## src/hw/rtl/pcss_ram.sv

```systemverilog
// ============================================================================
// pcss_ram: generic single-port synchronous RAM
// One access per cycle, write or read; read data registered and held while
// the port is idle.
// ============================================================================
module pcss_ram #(
  parameter int WIDTH = 8,
  parameter int DEPTH = 4
) (
  input  logic                     clk,
  input  logic                     en,
  input  logic                     we,
  input  logic [$clog2(DEPTH)-1:0] addr,
  input  logic [WIDTH-1:0]         wdata,
  output logic [WIDTH-1:0]         rdata
);

  logic [WIDTH-1:0] mem [DEPTH];

  always_ff @(posedge clk) begin
    if (en) begin
      if (we) begin
        mem[addr] <= wdata;
      end else begin
        rdata <= mem[addr];
      end
    end
  end

endmodule

```

## config.mk

```make
export PLATFORM = sky130hd
export DESIGN_NAME = pcss_ram
export DESIGN_NICKNAME = d
export VERILOG_FILES = /design/src/hw/rtl/pcss_ram.sv
export SDC_FILE = /design/constraint.sdc
export NUM_CORES = 1
export LEC_CHECK = 0
export BUFFER_PORTS_ARGS = -buffer_cell sky130_fd_sc_hd__buf_2
export CAP_MARGIN = 0
export CORE_AREA = 2 2 73 75
export DETAILED_ROUTE_END_ITERATION = 8
export DIE_AREA = 0 0 75 77
export GPL_ROUTABILITY_DRIVEN = 0
export SLEW_MARGIN = 0
export SYNTH_ARGS = -nofsm -noshare
export SYNTH_HDL_FRONTEND = slang
export SYNTH_SLANG_ARGS = --single-unit
```

## constraint.sdc

```tcl
create_clock -name clk -period 2.6 [get_ports clk]
set_input_delay 0.52 -clock clk [delete_from_list [all_inputs] [get_ports clk]]
set_output_delay 0.52 -clock clk [all_outputs]
set_load 0.005 [all_outputs]
```

Yosys cells after proc, flatten, opt, wreduce, memory -nomap -nowiden. Memories as Yosys holds them, arrays and structs flattened. A register that Yosys moved wholly into a read port is not among the register bits. Cells that the tools add are included.

Muxes and demuxes: 3. Reductions and logical operators: 1. Bitwise logic cells: 1.

Operators with widths (count): 1-bit 2-to-1 mux (3); 2-bit AND reduction (1); 1-bit inverter (1).

Word-level logic and storage cells: 6. Memories: 1. Bits in writable memories: 32. Bits of input ports: 13. Register bits: 0.

Memory list: mem (depth 4, bits a word 8, rd ports 1, clocked after memory_dff 1, wr ports 1, RTL line 18) `logic [WIDTH-1:0] mem [DEPTH];`.

Depth between registers and ports, before layout. Gate-level depths: netlist of run 1.

Depth after elaboration: 3. Mapped depth: 2.

Worst setup path after synthesis of run 1. OpenSTA, ideal clock, no wires.

Kind: input-to-reg. From: in addr[0]. To: reg rdata[1] (read register of mem) (data pin). Data arrival time: 1.121 ns. Slack: 1.207 ns. Required time: 2.328 ns. Stages on the path: 2. Setup time: 0.272 ns. Cell sequence: buf_6 > mux4_2.

RTL lines: start: declaration (RTL line 13) `input logic [$clog2(DEPTH)-1:0] addr,`; end: declaration (RTL line 15) `output logic [WIDTH-1:0] rdata`.

No word-level cell between the ends.

Worst setup path in the final report of run 1.
From: in addr[0]. To: reg rdata[7] (read register of mem) (data pin).

No word-level cell between the ends.

==> results of run 1 <==
==> state kept, by name (all words and copies together) (netlist names) <==
name and count:
rdata 8, mem 32
==> cells by family after synthesis <==
group / Yosys count / synth area share
DFF: 40 / 0.8247
muxes: 8 / 0.1289
and+or+nand+nor: 5 / 0.03522
buffers and inverters: 2 / 0.01116
==> through the flow <==
stage	cells	worst slack [ns]	hold slack [ns]
CTS	152	1.201	0.4357
global placement	144	0.9150	0.5992
detailed placement	144	0.8930	0.6113
floorplan	55	1.207	0.5932
finish	152	1.224	0.4435
global route	152	1.168	0.4333
==> routing by layer <==
layer / global-route usage / wire length [um] / up-vias
met5: 0 / 0 / -
met4: 0.03750 / 38 / 0
met3: 0.04731 / 140 / 4
met2: 0.1465 / 1132 / 19
met1: 0.09904 / 891 / 319
li1: - / - / 293
==> area by class of cell <==
cell class              instances  area share
clock buffers                   6     0.04221
clock inverters                 2    0.006550
multi-input cells              13      0.1390
flip-flops and latches         40      0.6987
well taps                      70     0.05095
repair buffers                 21     0.06259
==> power by group through the flow <==
stage / registers, W / logic [W] / clock network [W]
2_1_floorplan: 0.000751 / 0.0000302 / 0
5_1_grt: 0.000739 / 0.0000611 / 0.000437
6_report: 0.000737 / 0.0000556 / 0.000383
3_5_place_dp: 0.000752 / 0.0000574 / 0
3_3_place_gp: 0.000751 / 0.0000550 / 0
4_1_cts: 0.000737 / 0.0000572 / 0.000398
==> cell usage after synthesis <==
library cell  count
and4_2            1
and4b_2           2
and4bb_2          1
buf_2             1
buf_6             1
edfxtp_1         40
mux4_1            2
mux4_2            6
nor2b_1           1
==> worst paths after layout <==
| check | endpoint | slack, ns |
|---|---|---|
| hold reg to reg | rdata[0] | 0.62 |
| setup reg to reg | rdata[7] | 1.49 |
| setup / recovery | rdata[7] | 1.22 |
| hold / removal | mem[2][4] | 0.44 |
==> metrics.cfg, run 1 <==
[synthesis]
yosys.area.top_type=edfxtp_1
synth.distinct_cells=9
ys_top_cells_by_area=edfxtp_1 82%, mux4_2 9.3%, mux4_1 3.6%
ys_seq_elements=40
syn-instance-count=55
synth.top_cell.area_share=0.8247
syn_nets=68
netlist_area_um2=1456
synth.avg_cell_area_um2=26.48
ys_seq_area_frac=0.8247
yosysWarnings=0

[power_and_ir_drop]
comb_power_share=0.047
p_clk_frac=0.326
power_density_nw_per_um2=684.0
leakage_nw=0.5680
sw_frac_of_total=0.1953
peakVddDrop_mv=0.3571
internal-power_w=0.0009462
power_frac_seq=0.627
p_switching_w=0.0002296
power_w=0.001176

[layout]
final_common_cell=edfxtp_1
layout_common_cells=40 x edfxtp_1, 20 x buf_2, 6 x mux4_2, 5 x clkbuf_8
drive_gt1_frac=0.4512
regArea_um2=1201
multi_input_area_um2=239.0
post-route-util=0.3454
nets=94
areaGrowthSynthToFinish_pct=18.04
finalInstanceArea_um2=1719
num_antenna_cells=0
nFillCells=468

[global_routing]
grt_max_degree=13
antenna_found_initial=0
grt_pass1_vias=717
grt_remaining_overflow=0
grt_usage=0.09108
grt_pass1_wl_um=3657

[setup_path]
timing.critical_path.from=addr[0]
cp_max_fo=12
path_depth=2
arrival_ns=1.40
worstSetupPathType=primary input to flip-flop
worstPathCellList=buf_2, mux4_1
r2r_start=mem[1][7]
cp_slowest_cell=mux4_1
cp_num_buf_inv=1
ff2ff_path_depth=1
start_kind=primary input
path_delay_family=multiplexers
critPathCaptureType=flip-flop
crit_path_max_incr_delay_ns=0.59
crit_required_ns=2.63

[clock_network]
htree_levels=2
postCtsSetupBuffers=0
cts_tree=built
cts_buffer_depth=2
cts.clk_slew.worst_paths_ns=0.07
clock-root-buffer=clkbuf_8
ctsHoldBuffers=0
clk_latency_ns=0.29
cts.sinks=40
cts_buffers=5
cts-resized-gates=0

[route]
vias_per_cell=4.178
drtPass1Iterations=4
detail_route.wl_per_cell_um=14.49
drt_wl_total_um=2202
drc=0
vias=635
first_iter_violations=24
antenna_left=0

[placed_design]
dpl.hpwl_um=1466
port_buffers=20
placed_cell_area_um2=1635

[floorplan]
die_h_um=77
initial_core_util=0.2926
core_um2=4977
ios=21
fp.dieW_um=75
row_count=26
die-area_um2=5775

[sta]
fin_setup_tns_ns=0
setup_viol=0
slew_violations=0
skew_ns=0.004604
rsz0062_at_grt=no
period_share=0.5291
min_period_ns=1.376
final_hold_viol_count=0
slew_headroom=0.7826
max_freq_mhz=726.9
worstMarginPinSlew_ns=0.3254

[flow_run]
drv_cap=0

[run_status]
outcome=complete, no violations

[hold_path]
min_from=wdata[4]
hold_class=primary input to flip-flop
whs_path_depth=1

No activity file was read; power rests on OpenSTA's default activity.
==> run 2: changes to the inputs <==
Settings changed: ABC_AREA from default to 1, CORE_AREA 2 2 73 75 to 2 2 76 78, DIE_AREA 0 0 75 77 to 0 0 78 80.
Clock period 2.6 ns to 1.2 ns, I/O delays scaled along.
==> metrics.cfg, run 2 <==
[sta]
fin_setup_tns_ns=0  ; unchanged
max_freq_mhz=977.6
setup_ws_ns=0.1771  ; -1.047 ns
setup_viol=0  ; unchanged
skew_ns=0.004833  ; +0.0002282 ns
worstMarginPinSlew_ns=0.2142  ; -0.1113 ns
period_share=0.8524
rsz0062_at_grt=no
slew_headroom=0.8569  ; +0.07429
min_period_ns=1.023
final_hold_viol_count=0  ; unchanged
slew_violations=0  ; unchanged

[clock_network]
clk_latency_ns=0.29  ; about the same
postCtsSetupBuffers=0  ; unchanged
clock-root-buffer=clkbuf_8
htree_levels=2  ; unchanged
cts_buffers=5  ; unchanged
cts.sinks=40  ; unchanged
ctsHoldBuffers=0  ; unchanged
cts_tree=built
cts_buffer_depth=2  ; unchanged
cts.clk_slew.worst_paths_ns=0.07  ; about the same
cts-resized-gates=0  ; unchanged

[setup_path]
ff2ff_path_depth=4  ; +3
start_kind=flip-flop
worstReg2RegEnd=rdata[5]
cp_slowest_cell=edfxtp_1
worstPathCellList=buf_2
cp_max_fo=1  ; -11
path_delay_family=flip-flops
crit_path_max_incr_delay_ns=0.36  ; -0.23 ns
ff2ff_setup_slack_ns=0.30  ; -1.19 ns
critPathCaptureType=primary output
arrival_ns=0.78  ; -0.62 ns
timing.critical_path.from=rdata[4]
r2r_start=mem[0][5]
worstSetupPathType=flip-flop to primary output
crit_required_ns=0.96  ; -1.67 ns
cp_num_buf_inv=1  ; unchanged

[floorplan]
row_count=27  ; +3.8%
ios=21  ; unchanged
core_um2=5405  ; +8.6%
die_h_um=80  ; +3.9%
die-area_um2=6240  ; +8.1%
fp.dieW_um=78  ; +4.0%
initial_core_util=0.2949  ; +0.002298

[synthesis]
yosys.area.top_type=edfxtp_1
synth.avg_cell_area_um2=12.75  ; -52%
ys_seq_elements=40  ; unchanged
yosysWarnings=0  ; unchanged
ys_top_cells_by_area=edfxtp_1 75%, nand2_1 15%, nand2_2 3.1%
ys_seq_area_frac=0.7535  ; -0.07121
synth-compound-area-share=0  ; unchanged
synthFlopType=edfxtp_1
synth_common_cells=65 x nand2_1, 40 x edfxtp_1, 8 x nand2_2
synth.top_cell.area_share=0.7535  ; -0.07121
yosysMostFrequentCell=nand2_1
syn_nets=138  ; +100%
netlist_area_um2=1594  ; +9.5%
yosys.area_share.simple=0.2057  ; +0.1704
muxShareOfSynthArea=0  ; -0.1289
synth_xor_area_frac=0  ; unchanged
synth_fa_ha_area_frac=0  ; unchanged
synth_top_family_by_area=simple AND/OR/NAND/NOR gates
syn-instance-count=125  ; +130%
synth.distinct_cells=12  ; +3
async_flop_share=0  ; unchanged
synth_edf_count=40  ; unchanged

[layout]
num_antenna_cells=0  ; unchanged
largest_reg_flops=32  ; unchanged
finalInstanceArea_um2=1957  ; +14%
reg_top3=mem x32, rdata x8
areaGrowthSynthToFinish_pct=22.76
post-route-util=0.3620  ; +0.01664
layout_common_cells=65 x nand2_1, 40 x edfxtp_1, 20 x buf_2, 15 x buf_4, 8 x nand2_2
final_common_cell=nand2_1
nets=177  ; +88%
nFillCells=547  ; +17%
drive_gt1_frac=0.3354  ; -0.1159
regMostFlops=mem

[global_routing]
grt_usage=0.1045  ; +0.01340
grt_pass1_wl_um=4623  ; +26%
grt_max_degree=12  ; -1
grt_remaining_overflow=0  ; unchanged
grt_pass1_vias=898  ; +25%
antenna_found_initial=0  ; unchanged

[placed_design]
dpl.hpwl_um=2198  ; +50%
port_buffers=20  ; unchanged
dp_worst_setup_slack_ns=-0.04882  ; -0.9418 ns
placed_cell_area_um2=1881  ; +15%

[route]
drt_wl_total_um=2907  ; +32%
antenna_left=0  ; unchanged
met2_length_um=1174  ; +3.7%
vias_per_cell=4.064  ; -2.7%
vias=959  ; +51%
wl_met1_um=1494  ; +68%
first_iter_violations=55  ; +130%
drc=0  ; unchanged
drtPass1Iterations=4  ; unchanged
highest_layer=met4
wl_met3_um=177  ; +26%
detail_route.wl_per_cell_um=12.32  ; -15%

[hold_path]
holdPathEnd=mem[1][0]
hold_class=primary input to flip-flop
whs_path_depth=1  ; unchanged
min_from=wdata[0]

[power_and_ir_drop]
leakage_nw=0.8156  ; +44%
power_density_nw_per_um2=1335  ; +95%
peakVddDrop_mv=0.9957  ; +180%

[run_status]
outcome=complete, no violations

[flow_run]
drv_cap=0  ; unchanged

-- run 2: cell types whose count changed after synthesis, moves of 2 or more --
cell	before	now
nand2_1	0	65
nand2_2	0	8
mux4_2	6	0
and4b_2	2	0
mux4_1	2	0
nor3_1	0	2
nor3_2	0	2
-- run 2: per-stage QoR --
step	cells	hold WS, ns	total power [W]
after CTS	236	0.1707	0.002631
after detailed placement	229	0.4754	0.001837
after global routing	236	0.1692	0.002704
final	236	0.1683	0.002612
after global placement	229	0.4754	0.001836
after floorplan	125	0.3389	0.001741
-- run 2: how the worst max path moves through the flow --
stage / end / slack, ns / cells past startpoint
2_1_floorplan: mem[1][0] / -0.12 / 4
3_3_place_gp: mem[1][3] / -0.10 / 4
3_5_place_dp: mem[1][1] / -0.05 / 4
4_1_cts: rdata[0] / 0.17 / 1
5_1_grt: rdata[4] / 0.13 / 1
6_report: rdata[4] / 0.18 / 1
-- run 2: logic make-up (layout without fill, tap and decap cells) --
kind of cell / count (synthesis) / in the layout
simple gates: 78 / 78
flops: 40 / 40
buf+inv: 7 / 46
-- run 2: area by class of cell --
cell class / instances / area (um2) / area share
clock buffer: 5 / 68.82 / 0.03517
sequential: 40 / 1201 / 0.6138
tap: 72 / 90.09 / 0.04604
multi-input combinational: 78 / 337.8 / 0.1726
inverter: 3 / 18.77 / 0.009591
clock inverter: 2 / 7.507 / 0.003836
timing repair buffer: 36 / 232.7 / 0.1189
-- run 2: routing by layer --
layer  vias to the layer above  global-route usage
met5                         -                   0
met4                         0             0.04737
met3                         7             0.03959
met2                        28              0.1414
met1                       435              0.1469
li1                        489                   -
-- run 2: power by group --
group / switching [W] / internal (W) / leakage [nW] / total, W
combinational: 0.000122 / 0.0000805 / 0.408 / 0.000202
clock: 0.000427 / 0.000383 / 0.0391 / 0.000810
sequential: 0.0000109 / 0.00159 / 0.369 / 0.00160
