<file path="config.mk">
export PLATFORM = sky130hd
export DESIGN_NAME = pcss_scale_div
export DESIGN_NICKNAME = d
export VERILOG_FILES = /design/src/hw/rtl/pcss_pkg.sv /design/src/hw/rtl/pcss_scale_div.sv
export SDC_FILE = /design/constraint.sdc
export NUM_CORES = 1
export LEC_CHECK = 0
export BUFFER_PORTS_ARGS = -buffer_cell sky130_fd_sc_hd__buf_2
export CORE_ASPECT_RATIO = 1.25
export CORE_MARGIN = 5
export CORE_UTILIZATION = 55
export DETAILED_ROUTE_END_ITERATION = 10
export PLACE_DENSITY = 0.79
export SLEW_MARGIN = 20
export SYNTH_ARGS = -nofsm -noshare
export SYNTH_HDL_FRONTEND = slang
export SYNTH_SLANG_ARGS = --single-unit
</file>
<file path="constraint.sdc">
create_clock -name clk -period 6.6 [get_ports clk]
set_input_delay 1.65 -clock clk [delete_from_list [all_inputs] [get_ports clk]]
set_output_delay 1.65 -clock clk [all_outputs]
set_load 0.01 [all_outputs]
</file>
<file path="src/hw/rtl/pcss_pkg.sv">
// ============================================================================
// pcss_pkg: shared types and constants of the crop/scale sampler
// Field widths, register indexes, input mode and status codes, the clamped
// geometry record handed from the register block, and the per-stage
// sideband record of the request pipeline.
// ============================================================================
package pcss_pkg;

  // Default sizing
  localparam int DEF_MAX_DIM     = 2048;
  localparam int DEF_STORE_BYTES = 1048576;

  // Field widths
  localparam int CFG_W   = 12;  // widest configuration register
  localparam int COORD_W = 11;  // coordinates and crop origin
  localparam int RAW_W   = 20;  // byte address before wrapping
  localparam int DATA_W  = 8;   // packed byte
  localparam int PIX_W   = 2;   // gray level
  localparam int BPR_W   = 10;  // bytes per row, up to 512
  localparam int IDX_W   = 3;   // register index
  localparam int NUM_W   = COORD_W + CFG_W;  // coordinate times crop size

  // Register indexes
  localparam logic [IDX_W-1:0] REG_IMAGE_WIDTH  = 3'd0;
  localparam logic [IDX_W-1:0] REG_IMAGE_HEIGHT = 3'd1;
  localparam logic [IDX_W-1:0] REG_CROP_LEFT    = 3'd2;
  localparam logic [IDX_W-1:0] REG_CROP_TOP     = 3'd3;
  localparam logic [IDX_W-1:0] REG_CROP_WIDTH   = 3'd4;
  localparam logic [IDX_W-1:0] REG_CROP_HEIGHT  = 3'd5;
  localparam logic [IDX_W-1:0] REG_VIEW_WIDTH   = 3'd6;
  localparam logic [IDX_W-1:0] REG_VIEW_HEIGHT  = 3'd7;

  // Input modes
  localparam logic MODE_WRITE = 1'b0;
  localparam logic MODE_PIXEL = 1'b1;

  // Result status
  localparam logic STATUS_OK    = 1'b0;
  localparam logic STATUS_RANGE = 1'b1;

  // Pixel slot selects, first pixel in the top bits
  localparam logic [1:0] SLOT_0 = 2'd0;
  localparam logic [1:0] SLOT_1 = 2'd1;
  localparam logic [1:0] SLOT_2 = 2'd2;
  localparam logic [1:0] SLOT_3 = 2'd3;

  // Clamped geometry, ready for use by the request pipeline
  typedef struct packed {
    logic [COORD_W-1:0] left;
    logic [COORD_W-1:0] top;
    logic [CFG_W-1:0]   cw;
    logic [CFG_W-1:0]   ch;
    logic [CFG_W-1:0]   vw;
    logic [CFG_W-1:0]   vh;
    logic [BPR_W-1:0]   bpr;
  } geom_t;

  // Sideband carried along the request pipeline
  typedef struct packed {
    logic               mode;
    logic [DATA_W-1:0]  byte_data;
    logic [COORD_W-1:0] dest_x;
    logic [COORD_W-1:0] dest_y;
    logic               err;
    logic [1:0]         sx_lo;
    logic [RAW_W-1:0]   raw;
  } stage_t;

endpackage

</file>
<file path="src/hw/rtl/pcss_scale_div.sv">
// ============================================================================
// pcss_scale_div: pipelined nearest-neighbor scale for one axis
// Registers d*size, then takes floor(d*size/view) one quotient bit per
// stage by restoring division. Valid only for d < view, where the quotient
// stays below size and needs no clamp.
// ============================================================================
module pcss_scale_div #(
  parameter int QW = 11
) (
  input  logic                         clk,
  input  logic [QW:0]                  en,
  input  logic [pcss_pkg::COORD_W-1:0] d,
  input  logic [pcss_pkg::CFG_W-1:0]   size,
  input  logic [pcss_pkg::CFG_W-1:0]   view,
  output logic [QW-1:0]                q
);

  logic [pcss_pkg::NUM_W-1:0] prod;
  logic [pcss_pkg::CFG_W-1:0] rem_r [QW];
  logic [QW-1:0]              low_r [QW];
  logic [QW-1:0]              q_r   [QW];

  // Numerator
  always_ff @(posedge clk) begin
    if (en[0]) begin
      prod <= pcss_pkg::NUM_W'(d) * pcss_pkg::NUM_W'(size);
    end
  end

  // One quotient bit per stage; top bits of the product seed the remainder
  for (genvar k = 0; k < QW; k++) begin : g_step
    logic [pcss_pkg::CFG_W-1:0] rem_in;
    logic [QW-1:0]              low_in, q_in;
    logic [pcss_pkg::CFG_W:0]   t;
    logic                       ge;

    if (k == 0) begin : g_first
      assign rem_in = pcss_pkg::CFG_W'(prod >> QW);
      assign low_in = prod[QW-1:0];
      assign q_in   = '0;
    end else begin : g_next
      assign rem_in = rem_r[k-1];
      assign low_in = low_r[k-1];
      assign q_in   = q_r[k-1];
    end

    assign t  = {rem_in, low_in[QW-1]};
    assign ge = (t >= {1'b0, view});

    always_ff @(posedge clk) begin
      if (en[k+1]) begin
        rem_r[k] <= ge ? pcss_pkg::CFG_W'(t - {1'b0, view}) : pcss_pkg::CFG_W'(t);
        low_r[k] <= low_in << 1;
        q_r[k]   <= {q_in[QW-2:0], ge};
      end
    end
  end

  assign q = q_r[QW-1];

endmodule

</file>
* Word level (Yosys, flattened, before mapping)
Memory sizes are Yosys's and may differ from the RTL's. Cells that the tools add are included.
Word-level totals: bits in registers 23, RAM bits 363, input bits 48, memories 3
Memories:
- rem_r | words 11, width 12, rd ports 10, clocked after memory_dff 0, wr ports 11, RTL line pcss_scale_div.sv:19 | logic [pcss_pkg::CFG_W-1:0] rem_r [QW];
- q_r | words 11, width 11, rd ports 11, clocked after memory_dff 0, wr ports 11, RTL line pcss_scale_div.sv:21 | logic [QW-1:0] q_r [QW];
- low_r | words 11, width 10, rd ports 10, clocked after memory_dff 0, wr ports 11, RTL line pcss_scale_div.sv:20 | logic [QW-1:0] low_r [QW];
Operators by class: add/sub/neg operators 11, multiply operators 1, $lt $le $gt $ge 11, mux-type cells 33
Operators with widths (number):
- 13-bit by 12-bit >= comparator with 1-bit output | 11
- 12-bit two-way mux | 11
- 12-bit subtractor | 11
- 11-bit by 12-bit multiplier with 23-bit output | 1
- 1-bit two-way mux | 22

* Longest topological paths before layout
An unclocked memory read counts as a cell.
depth in word-level cells 3, mapped depth 20, mapped depth without buffers 19

* Worst setup path before layout
Ideal clock, no wire load.
path type input to register, from input port d[7] (netlist name), to register prod[22] (netlist name), data pin, arrival 6101 ps, data required time 6342 ps, setup slack 242 ps, stages on the path 19, buffers on the path 1, cells stage by stage clkbuf_1 > and2_1 > fa_1 > inv_1 > fa_1 > inv_1 > fa_1 > fa_1 > inv_1 > fa_1 > inv_1 > ha_1 > a21o_1 > a21oi_1 > o21ai_0 > a32oi_1 > nand3_1 > a31o_2 > xnor2_1
Between the ends: longest elaborated chain between the ends 1
RTL lines:
- from (decl) | RTL line pcss_scale_div.sv:12 | input logic [pcss_pkg::COORD_W-1:0] d,
- 11-bit by 12-bit multiplier with 23-bit output | RTL line pcss_scale_div.sv:26 | prod <= pcss_pkg::NUM_W'(d) * pcss_pkg::NUM_W'(size);
- to (signal assigned) | RTL line pcss_scale_div.sv:26
- to (decl) | RTL line pcss_scale_div.sv:18 | logic [pcss_pkg::NUM_W-1:0] prod;
Every way passes these cells. A chain may end at the register's enable or synchronous reset.

* Worst setup path in the final report
from input port size[1] (netlist name), to register prod[21] (netlist name), data pin
Between the ends: longest elaborated chain between the ends 1
RTL lines:
- from (decl) | RTL line pcss_scale_div.sv:13 | input logic [pcss_pkg::CFG_W-1:0] size,
- 11-bit by 12-bit multiplier with 23-bit output | RTL line pcss_scale_div.sv:26
Every way passes these cells.

==> flow_summary.rst <==
.. list-table::
   :header-rows: 1

   * - Metric
     - Value
   * - Post-Route Setup TNS
     - 0 ps
   * - TritonCTS clock tree
     - yes
   * - DRC violation count after routing
     - 0
   * - Final setup vio count
     - 0
   * - Placed wire-length estimate after detailed placement
     - 31.3 mm
   * - Clock Sinks
     - 264
   * - Post-Synthesis Net Count
     - 2062
   * - Most prevalent standard cell on the critical path
     - fa_1
   * - Final Max Tran Viols
     - 0
   * - Clk_lat worst skew
     - 560 ps
   * - Final worst path period need
     - 6150 ps
   * - Yosys warning total
     - 0
   * - Core ar.
     - 35300 µm²
   * - Ratio of cells with drive above 1 in the final layout
     - 11.9%
   * - Area of the multi-input gates
     - 10700 µm²
   * - Max stage delay cell, worst path
     - fa_1
   * - Worst Setup Start Kind
     - primary input
   * - Top cells by area in the synthesized netlist
     - edfxtp_1, ha_1, fa_1
   * - Post-Syn Instances
     - 1722
   * - Critical setup path kind
     - in -> reg
   * - Pin count of the biggest net entering global routing
     - 24
   * - Post-synth top flop
     - edfxtp_1
   * - Count of fill cells added during filler insertion
     - 2830
   * - Remaining number of nets flagged by the antenna check after routing
     - 0
   * - Biggest fanout along the worst timing path
     - 11
   * - Hold crit path type
     - reg -> reg
   * - Total number of placement rows
     - 77
   * - Worst-path clk slew
     - 70 ps
   * - Slew Limit Headroom
     - 30.9%
   * - Number of global-route vias before repair
     - 13656
   * - Most area-hungry cell type in the Yosys netlist
     - edfxtp_1
   * - Post-CTS Setup Repair Bufs
     - 0
   * - Final setup skew
     - 27.0 ps
   * - Pwr dens
     - 500 nW/µm²
   * - GRT Residual Overflow
     - 0
   * - Flop-to-flop setup slack
     - 3220 ps
   * - Critical path cell sequence
     - buf_2 -> and2_1 -> fa_1 -> fa_1 -> fa_1 -> fa_1 -> inv_1 -> fa_1 -> inv_1 -> ha_1 -> nand3_1 -> a21oi_1 -> o21ai_0 -> a31oi_1 -> nor4b_1 -> a211o_1
   * - Post-synthesis instance area
     - 19500 µm²
   * - Final layout net count
     - 2125
   * - Leading post-synthesis cells by instance count
     - edfxtp_1, ha_1, inv_1
   * - Post-synth top area share
     - 40.6%
   * - Worst IR Drop VDD
     - 0.211 mV
   * - Power consumption
     - 10.6 mW
   * - Synthesized flop and latch total
     - 264
   * - CP max stage delay
     - 540 ps
   * - Synth Area per Inst
     - 11.3 µm²
   * - Global-route wire length before repair
     - 65.6 mm
   * - Worst-case setup slack after placement
     - -83.8 ps
   * - FFs w/ async S/R, synth
     - 0%
   * - Number of violations reported at the end of detailed-routing iteration 0
     - 747
   * - Tcrit/Tclk final
     - 93.1%
   * - Number of enable-type register cells in the synthesized netlist
     - 264
   * - Outcome
     - complete, no violations
   * - Average vias per placed instance
     - 5.78
   * - Global router's overall resource usage
     - 20.7%
   * - Clock buffer depth
     - 3
   * - Slew @ Worst Pin
     - 1040 ps
   * - Register cell area after layout
     - 7930 µm²
   * - Synth-to-Final Area Change
     - 8.73%
   * - Htree depth
     - 1
   * - I/O pin cnt
     - 59
   * - Effective utilization at floorplan
     - 55.4%
   * - Drt first pass iters
     - 7
   * - Leak
     - 8.99 nW
   * - Unrepaired setup endpoints after global routing
     - no
   * - Number of antenna violations at the first check in global routing
     - 0
   * - Crit path buffers/inverters
     - 3
   * - Cell family contributing the most delay on the critical path
     - adder cells
   * - Die outline area
     - 39400 µm²
   * - Vertical die dimension
     - 221 µm
   * - Instance count along the most critical hold path
     - 0
   * - Clock root buffer
     - clkbuf_16
   * - GP Congestion
     - 0.912
   * - Overall via count from detail_route
     - 13168
   * - Die W
     - 179 µm
   * - Required time of the critical path
     - 6910 ps
   * - Number of hold-slack violations in the final timing report
     - 0
   * - Nature of the critical path endpoint
     - flip-flop
   * - Most frequent cell after synthesis
     - edfxtp_1
   * - Path length in cells of the critical path
     - 16
   * - Max Cap Violations
     - 0
   * - Total length of routed wires
     - 40.5 mm
   * - Worst Path Arrival
     - 6460 ps
   * - Cell count of the worst reg-to-reg path
     - 8
   * - Worst setup slack after layout
     - 454 ps
   * - Clock buffers created by TritonCTS
     - 26
   * - Number of library cell types mapped by synthesis
     - 71
   * - Hold Worst Slack
     - 411 ps
   * - Hold_buf cts
     - 0
   * - Input/output buffers
     - 58
   * - Portion of the post-synthesis area used by sequential elements
     - 40.6%
   * - Wire length per cell after detailed routing
     - 17.8 µm
   * - Number of antenna diodes
     - 0
   * - Cells resized by post-CTS repair
     - 0
   * - Upper clock frequency limit
     - 0.163 GHz
[state kept, by name, indices dropped and copies added (netlist names)]
name and count:
low_r 55, prod 23, q_r 66, rem_r 120
[worst paths after layout]
| path | start | end |
|---|---|---|
| worst max-delay path | size[1] | prod[21] |
| worst min-delay path | low_r[5][8] | low_r[6][9] |
| worst max register to register | rem_r[0][0] | rem_r[1][2] |
| worst min register to register | low_r[5][8] | low_r[6][9] |
[cell families after synthesis]
group	synth area share [%]
muxes	5.79
adders and majority gates	22.5
xor gates and xnor gates	4.22
and+or+nand+nor	11.3
DFF	40.6
buffers and inverters	4.54
AOI/OAI and AO/OA	11.0
[layout by cell type (no fill, tap or decap), types with 27 or more instances in the layout]
| cell type | instances |
|---|---|
| edfxtp_1 | 264 |
| ha_1 | 193 |
| inv_1 | 184 |
| nand2_1 | 112 |
| fa_1 | 99 |
| nor2_1 | 91 |
| and2_1 | 82 |
| a21oi_1 | 69 |
| mux2_2 | 69 |
| o21ai_0 | 64 |
| xnor2_1 | 59 |
| buf_2 | 58 |
| a21o_1 | 39 |
| xor2_1 | 35 |
| nor2b_1 | 33 |
| nor3_1 | 27 |
[through the flow]
stage          instances  area (µm²)  utilization [%]
3_5_place_dp        2231       20300             57.6
5_1_grt             2279       21200             60.2
3_3_place_gp        2231       20300             57.6
4_1_cts             2279       21200             60.2
2_1_floorplan       1722       19500                -
6_report            2279       21200             60.2
[power breakdown]
part	total, mW	internal, mW	switching (mW)
combinational	5.95	2.73	3.22
sequential	3.10	2.81	0.289
clock	1.57	0.922	0.645
[layout make-up]
class,count,area share (%)
multi-input combinational,1237,50.4
sequential,264,37.3
inverter,184,3.25
clock buffer,26,3.06
tap,474,2.79
timing repair buffer,72,1.86
clock inverter,22,1.24
[per-layer routing]
layer,wire length (µm),part of all wire (%),GRT usage [%]
met3,1430,3.5,2.05
met5,0,0,0
met1,15000,37,21.6
met4,2320,5.7,11.5
met2,21800,54,40.2
(Power assumes the default switching activity.)
