`src/hw/rtl/pcss_pkg.sv`:
```
// ============================================================================
// pcss_pkg: shared types and constants of the crop/scale sampler
// Field widths, register indexes, input mode and status codes, the clamped
// geometry record handed from the register block, and the per-stage
// sideband record of the request pipeline.
// ============================================================================
package pcss_pkg;

  // Default sizing
  localparam int DEF_MAX_DIM     = 2048;
  localparam int DEF_STORE_BYTES = 1048576;

  // Field widths
  localparam int CFG_W   = 12;  // widest configuration register
  localparam int COORD_W = 11;  // coordinates and crop origin
  localparam int RAW_W   = 20;  // byte address before wrapping
  localparam int DATA_W  = 8;   // packed byte
  localparam int PIX_W   = 2;   // gray level
  localparam int BPR_W   = 10;  // bytes per row, up to 512
  localparam int IDX_W   = 3;   // register index
  localparam int NUM_W   = COORD_W + CFG_W;  // coordinate times crop size

  // Register indexes
  localparam logic [IDX_W-1:0] REG_IMAGE_WIDTH  = 3'd0;
  localparam logic [IDX_W-1:0] REG_IMAGE_HEIGHT = 3'd1;
  localparam logic [IDX_W-1:0] REG_CROP_LEFT    = 3'd2;
  localparam logic [IDX_W-1:0] REG_CROP_TOP     = 3'd3;
  localparam logic [IDX_W-1:0] REG_CROP_WIDTH   = 3'd4;
  localparam logic [IDX_W-1:0] REG_CROP_HEIGHT  = 3'd5;
  localparam logic [IDX_W-1:0] REG_VIEW_WIDTH   = 3'd6;
  localparam logic [IDX_W-1:0] REG_VIEW_HEIGHT  = 3'd7;

  // Input modes
  localparam logic MODE_WRITE = 1'b0;
  localparam logic MODE_PIXEL = 1'b1;

  // Result status
  localparam logic STATUS_OK    = 1'b0;
  localparam logic STATUS_RANGE = 1'b1;

  // Pixel slot selects, first pixel in the top bits
  localparam logic [1:0] SLOT_0 = 2'd0;
  localparam logic [1:0] SLOT_1 = 2'd1;
  localparam logic [1:0] SLOT_2 = 2'd2;
  localparam logic [1:0] SLOT_3 = 2'd3;

  // Clamped geometry, ready for use by the request pipeline
  typedef struct packed {
    logic [COORD_W-1:0] left;
    logic [COORD_W-1:0] top;
    logic [CFG_W-1:0]   cw;
    logic [CFG_W-1:0]   ch;
    logic [CFG_W-1:0]   vw;
    logic [CFG_W-1:0]   vh;
    logic [BPR_W-1:0]   bpr;
  } geom_t;

  // Sideband carried along the request pipeline
  typedef struct packed {
    logic               mode;
    logic [DATA_W-1:0]  byte_data;
    logic [COORD_W-1:0] dest_x;
    logic [COORD_W-1:0] dest_y;
    logic               err;
    logic [1:0]         sx_lo;
    logic [RAW_W-1:0]   raw;
  } stage_t;

endpackage

```
`src/hw/rtl/pcss_cfg.sv`:
```
// ============================================================================
// pcss_cfg: configuration registers and geometry clamping
// Holds the eight registers and registers the clamped image, crop and
// viewport geometry derived from them.
// ============================================================================
module pcss_cfg #(
  parameter int MAX_DIM = pcss_pkg::DEF_MAX_DIM
) (
  input  logic                        clk,
  input  logic                        rst,
  input  logic                        cfg_write,
  input  logic [pcss_pkg::IDX_W-1:0]  cfg_index,
  input  logic [pcss_pkg::CFG_W-1:0]  cfg_data,
  output pcss_pkg::geom_t             geom
);

  localparam logic [pcss_pkg::CFG_W-1:0] DIM_MAX = pcss_pkg::CFG_W'(MAX_DIM);
  localparam logic [pcss_pkg::CFG_W-1:0] ONE     = pcss_pkg::CFG_W'(1);

  logic [pcss_pkg::CFG_W-1:0]   image_width, image_height;
  logic [pcss_pkg::COORD_W-1:0] crop_left, crop_top;
  logic [pcss_pkg::CFG_W-1:0]   crop_width, crop_height;
  logic [pcss_pkg::CFG_W-1:0]   view_width, view_height;

  logic [pcss_pkg::CFG_W-1:0]   w, h, left_c, top_c, room_w, room_h;
  logic [pcss_pkg::CFG_W:0]     w_pad;
  pcss_pkg::geom_t              geom_next;

  // Register writes
  always_ff @(posedge clk) begin
    if (rst) begin
      image_width  <= ONE;
      image_height <= ONE;
      crop_left    <= '0;
      crop_top     <= '0;
      crop_width   <= ONE;
      crop_height  <= ONE;
      view_width   <= ONE;
      view_height  <= ONE;
    end else if (cfg_write) begin
      case (cfg_index)
        pcss_pkg::REG_IMAGE_WIDTH:  image_width  <= cfg_data;
        pcss_pkg::REG_IMAGE_HEIGHT: image_height <= cfg_data;
        pcss_pkg::REG_CROP_LEFT:    crop_left    <= cfg_data[pcss_pkg::COORD_W-1:0];
        pcss_pkg::REG_CROP_TOP:     crop_top     <= cfg_data[pcss_pkg::COORD_W-1:0];
        pcss_pkg::REG_CROP_WIDTH:   crop_width   <= cfg_data;
        pcss_pkg::REG_CROP_HEIGHT:  crop_height  <= cfg_data;
        pcss_pkg::REG_VIEW_WIDTH:   view_width   <= cfg_data;
        pcss_pkg::REG_VIEW_HEIGHT:  view_height  <= cfg_data;
        default: ;
      endcase
    end
  end

  // Clamp image size, then crop origin, then crop size; cap the viewport size
  always_comb begin
    w = (image_width == '0) ? ONE : ((image_width > DIM_MAX) ? DIM_MAX : image_width);
    h = (image_height == '0) ? ONE : ((image_height > DIM_MAX) ? DIM_MAX : image_height);

    left_c = (pcss_pkg::CFG_W'(crop_left) > w - ONE) ? w - ONE : pcss_pkg::CFG_W'(crop_left);
    top_c  = (pcss_pkg::CFG_W'(crop_top) > h - ONE) ? h - ONE : pcss_pkg::CFG_W'(crop_top);
    room_w = w - left_c;
    room_h = h - top_c;

    geom_next.left = left_c[pcss_pkg::COORD_W-1:0];
    geom_next.top  = top_c[pcss_pkg::COORD_W-1:0];
    geom_next.cw   = (crop_width == '0) ? ONE :
                     ((crop_width > room_w) ? room_w : crop_width);
    geom_next.ch   = (crop_height == '0) ? ONE :
                     ((crop_height > room_h) ? room_h : crop_height);
    geom_next.vw   = (view_width > DIM_MAX) ? DIM_MAX : view_width;
    geom_next.vh   = (view_height > DIM_MAX) ? DIM_MAX : view_height;

    // bytes per row: ceil(w / 4)
    w_pad          = (pcss_pkg::CFG_W + 1)'(w) + (pcss_pkg::CFG_W + 1)'(3);
    geom_next.bpr  = pcss_pkg::BPR_W'(w_pad >> 2);
  end

  always_ff @(posedge clk) begin
    if (rst) begin
      geom.left <= '0;
      geom.top  <= '0;
      geom.cw   <= ONE;
      geom.ch   <= ONE;
      geom.vw   <= ONE;
      geom.vh   <= ONE;
      geom.bpr  <= pcss_pkg::BPR_W'(1);
    end else begin
      geom <= geom_next;
    end
  end

endmodule

```
`config.mk`:
```
export PLATFORM = sky130hd
export DESIGN_NAME = pcss_cfg
export DESIGN_NICKNAME = d
export VERILOG_FILES = /design/src/hw/rtl/pcss_pkg.sv /design/src/hw/rtl/pcss_cfg.sv
export SDC_FILE = /design/constraint.sdc
export NUM_CORES = 1
export LEC_CHECK = 0
export ABC_CLOCK_PERIOD_IN_PS = 9600
export BUFFER_PORTS_ARGS = -buffer_cell sky130_fd_sc_hd__buf_2
export CORE_MARGIN = 3
export CORE_UTILIZATION = 55
export CTS_BUF_LIST = sky130_fd_sc_hd__clkbuf_16
export CTS_CLUSTER_DIAMETER = 100
export DETAILED_ROUTE_END_ITERATION = 12
export PLACE_DENSITY = 0.86
export SYNTH_ARGS = -nofsm -noshare
export SYNTH_HDL_FRONTEND = slang
export SYNTH_SLANG_ARGS = --single-unit
export TNS_END_PERCENT = 10
```
`constraint.sdc`:
```
create_clock -name clk -period 9.6 [get_ports clk]
set_clock_uncertainty 0.2 [all_clocks]
set_input_delay 0.48 -clock clk [delete_from_list [all_inputs] [get_ports clk]]
set_output_delay 0.48 -clock clk [all_outputs]
set_load 0.1 [all_outputs]
```
Word-level counts from Yosys, hierarchy flattened --
Cells that the tools add are included.
Operators by class: add/sub/neg operators 5, $lt $le $gt $ge 8, eq/ne operators 7, multiplexer cells 10, reduce and logical (&&, ||, !) cells 17
Operators with widths (number):
- $mux W12 | 10
- $gt A12 B12 Y1 const B | 4
- $logic_not A12 Y1 | 4
- $gt A11 B12 Y1 | 2
- $gt A12 B12 Y1 | 2
- $sub A12 B1 Y12 const B | 2
- $sub A12 B12 Y12 | 2
- $reduce_and A2 Y1 | 8
- $add A12 B2 Y12 const B | 1
- $eq A3 B3 Y1 const B | 4
- $reduce_or A2 Y1 | 4
- $eq A3 B2 Y1 const B | 2
- $eq A3 B1 Y1 const B | 1
- $logic_not A3 Y1 | 1
Storage, ports and cells: register bits 174, input port bits 18, output and inout bits 80, logic and storage cells 64

Logic depth before layout (Yosys ltp) --
depth after elaboration 9, depth in mapped cells 35, mapped depth without buffers 33

Worst setup path before layout --
OpenSTA, ideal clock, no wires.
path type register to register, start register image_height[2] (netlist name), end register geom[35] (netlist name), library setup time 0.117 ns, arrival 6.854 ns, data required time 9.283 ns, path slack 2.429 ns, cell stages (with the launch flop) 35, buffers on the path 4, period minus slack after synthesis 7.171 ns, path through dfxtp_1 -> clkbuf_1 -> nor4_1 -> a31oi_1 -> or2_2 -> clkbuf_1 -> or3_1 -> a21oi_1 -> ha_1 -> a22oi_1 -> nand2_1 -> a31oi_1 -> a21oi_1 -> nand2_1 -> a21boi_0 -> ha_1 -> inv_1 -> ha_1 -> inv_1 -> o221ai_1 -> o2111ai_1 -> and3_1 -> o21ai_0 -> maj3_1 -> a21o_1 -> xnor2_1 -> ha_1 -> nand4_1 -> or2_2 -> nor2_1 -> o22a_1 -> clkbuf_1 -> clkbuf_1 -> mux2i_1 -> nor2_1
RTL lines:
- start: declaration | line pcss_cfg.sv:20 | logic [pcss_pkg::CFG_W-1:0] image_width, image_height;
- start signal: assignment | line pcss_cfg.sv:43 | pcss_pkg::REG_IMAGE_HEIGHT: image_height <= cfg_data;
- end signal: assignment | line pcss_cfg.sv:89 | geom <= geom_next;
- end: declaration | line pcss_cfg.sv:14 | output pcss_pkg::geom_t geom

==> impl_metrics.json <==
{
  "ff2ff_path_depth": 31,
  "finalHoldViolations": 0,
  "clk_latency_ns": 0.44,
  "dpl.hpwl_um": 16700,
  "crit_type": "reg -> reg",
  "core-area_mm2": 0.0159,
  "rows": 46,
  "final_util_pct": 63.1,
  "synth_edf_count": 0,
  "worstPathRequired_ns": 9.77,
  "post-route-period-util_pct": 85.3,
  "syn_nets": 1201,
  "synth_top_family_by_area": "simple AND/OR/NAND/NOR gates",
  "synth_mux_area_share_pct": 1.41,
  "cts_made_buffers": 17,
  "grtUsageMet3_pct": 5.06,
  "io_pins": 98,
  "antenna_cells": 0,
  "vias": 8131,
  "max_slew_margin_pct": 16.5,
  "cp_max_fo": 15,
  "netlist_area_mm2": 0.00899,
  "grt_pass1_vias": 7612,
  "crit_slowest_cell": "or4b_2",
  "grt.busiest_layer": "met2",
  "p_per_area_mw_per_mm2": 200,
  "synth_ff_type": "dfxtp_1",
  "clkTransAtPathRegs_ns": 0.07,
  "post_cts_buffers": 0,
  "place.gp.congestion": 0.952,
  "gr-usage-met1_pct": 33.2,
  "synth-seq-cells": 174,
  "period_needed_ns": 8.18,
  "die_h_um": 134,
  "initial_core_util_pct": 56.4,
  "dieArea_mm2": 0.0179,
  "rsz0062_at_grt": "no",
  "arrival_ns": 8.36,
  "finalSetupViolCount": 0,
  "grtUsageMet2_pct": 41.7,
  "yosysUniqueCellTypes": 72,
  "die_w_um": 134,
  "drt_pass1_iterations": 5,
  "synth-adder-area-share_pct": 8.99,
  "synthArstFlopShare_pct": 0,
  "drive_gt1_share_pct": 13.0,
  "critPathCaptureType": "register",
  "io_buffers": 97,
  "cts_resized": 0,
  "setup_tns_ns": 0,
  "wire_per_inst_um": 16.2,
  "antenna_found_initial": 2,
  "synthXorXnorAreaFrac_pct": 3.90,
  "remaining_drc_errors": 0,
  "dr.first_iter.drc_count": 854,
  "max-cap-violations": 0,
  "grt_usage_pct": 25.7,
  "cts_tree": "done",
  "synth_warnings": 0,
  "gr-total-overflow": 0,
  "final_area_mm2": 0.0101,
  "wirelength_um": 22700,
  "cts_buffer_depth": 2,
  "grt_start_max_net_pins": 71,
  "cts_hold_buf": 0,
  "synth.avg_cell_area_um2": 8.02,
  "max_slew.worst_pin.slew_ns": 1.24,
  "hold_path.class": "in -> reg",
  "maxSlewViolCount": 0,
  "max_stage_delay_ns": 0.60,
  "area_growth_pct": 11.9,
  "netlist_instances": 1120,
  "ant_nets": 0,
  "hold_path_depth": 3,
  "power_leakage_nw": 4.20,
  "hold_slack_ns": 0.174,
  "placed_cell_area_mm2": 0.00952,
  "start_kind": "register",
  "nets": 1259,
  "cts_sinks": 174,
  "clock-root-buffer": "clkbuf_16",
  "grt_pass1_wl_um": 37300,
  "synth-compound-area-share_pct": 17.7,
  "max-vdd-ir-drop_uv": 126,
  "seq_area_frac_synth_pct": 38.8,
  "outcome": "complete, no violations",
  "cts_htree_levels": 4,
  "via_per_inst": 5.78,
  "max_freq_mhz": 122,
  "synth_simple_gate_area_share_pct": 24.8
}
[cells by family (layout without fill, tap and decap cells)]
kind of cell	count (synthesis)	in the layout
compound gates	250	250
xor+xnor	40	40
fa+ha+maj	65	65
buf+inv	101	171
flops	174	174
mux	12	12
simple gates	478	478
[state kept, by name, summed over array words and instances (netlist names), 12 cells and up]
signal,cells
crop_height,12
crop_width,12
geom,80
image_height,12
image_width,12
view_height,12
view_width,12
[routing by layer]
layer	up-vias	part of all wire (%)
met4	4	3.1
li1	3970	-
met1	3782	42
met5	-	0.062
met3	64	6.9
met2	311	47
[per-stage QoR]
step | setup WS, ns | total power, W | cells
after global placement | 1.84 | 0.00137 | 1375
final | 1.42 | 0.00201 | 1406
after CTS | 1.57 | 0.00201 | 1406
after global routing | 0.677 | 0.00211 | 1406
after detailed placement | 1.60 | 0.00138 | 1375
after floorplan | 2.43 | 0.00126 | 1120
[power by group]
part / switching [W] / internal, W
sequential: 0.0000136 / 0.000745
combinational: 0.000421 / 0.000201
clock: 0.000296 / 0.000334
total: 0.000731 / 0.00128
[final timing paths]
| path | startpoint | to | slack (ns) |
|---|---|---|---|
| worst min register to register | crop_left[0] | crop_left[0] | 0.26 |
| worst max register to register | image_width[3] | geom[51] | 1.42 |
| worst max-delay path | image_width[3] | geom[51] | 1.42 |
| worst min-delay path | cfg_data[11] | crop_width[11] | 0.17 |
[cells in the mapped netlist, types with 10 or more instances]
cell type	number	area, µm²
nor4_1	12	75.1
and2_1	29	181
inv_1	40	150
nand4_1	13	81.3
nor2_1	90	338
a21o_1	19	143
ha_1	63	788
clkbuf_1	45	169
a21oi_1	121	606
nor3_1	12	60.1
o21ai_0	31	155
dfxtp_1	174	3480
nand3_1	19	95.1
mux2i_1	10	100
xor2_1	16	140
nand2_1	229	860
nor2b_1	24	150
xnor2_1	24	210
[area by class of cell]
class                      instances  area, µm²
clock buffer                      17        425
clock inverter                    14        109
fill                            1377       5890
inverter                          40        150
multi-input combinational        845       5110
sequential                       174       3480
tap                              216        270
timing repair buffer             100        510
[layout by cell type (no fill, tap or decap), types with 13 or more instances in the layout]
cell	instances
nand3_1	19
nor2b_1	24
nor2_1	90
o21ai_0	31
and2_1	29
inv_1	41
nand4_1	13
xnor2_1	24
clkbuf_16	17
nand2_1	229
a21o_1	19
dfxtp_1	174
buf_2	96
xor2_1	16
a21oi_1	121
ha_1	63
[critical path, delay by kind of cell, from the launching register on]
kind	cells	cell delay [ns]
AOI/OAI and AO/OA	11	3.35
and+or+nand+nor	11	2.10
adders and majority gates	5	1.40
DFF	1	0.43
buffers and inverters	3	0.39
xor gates and xnor gates	1	0.21
Note: power is estimated with default switching activity, not from simulation.
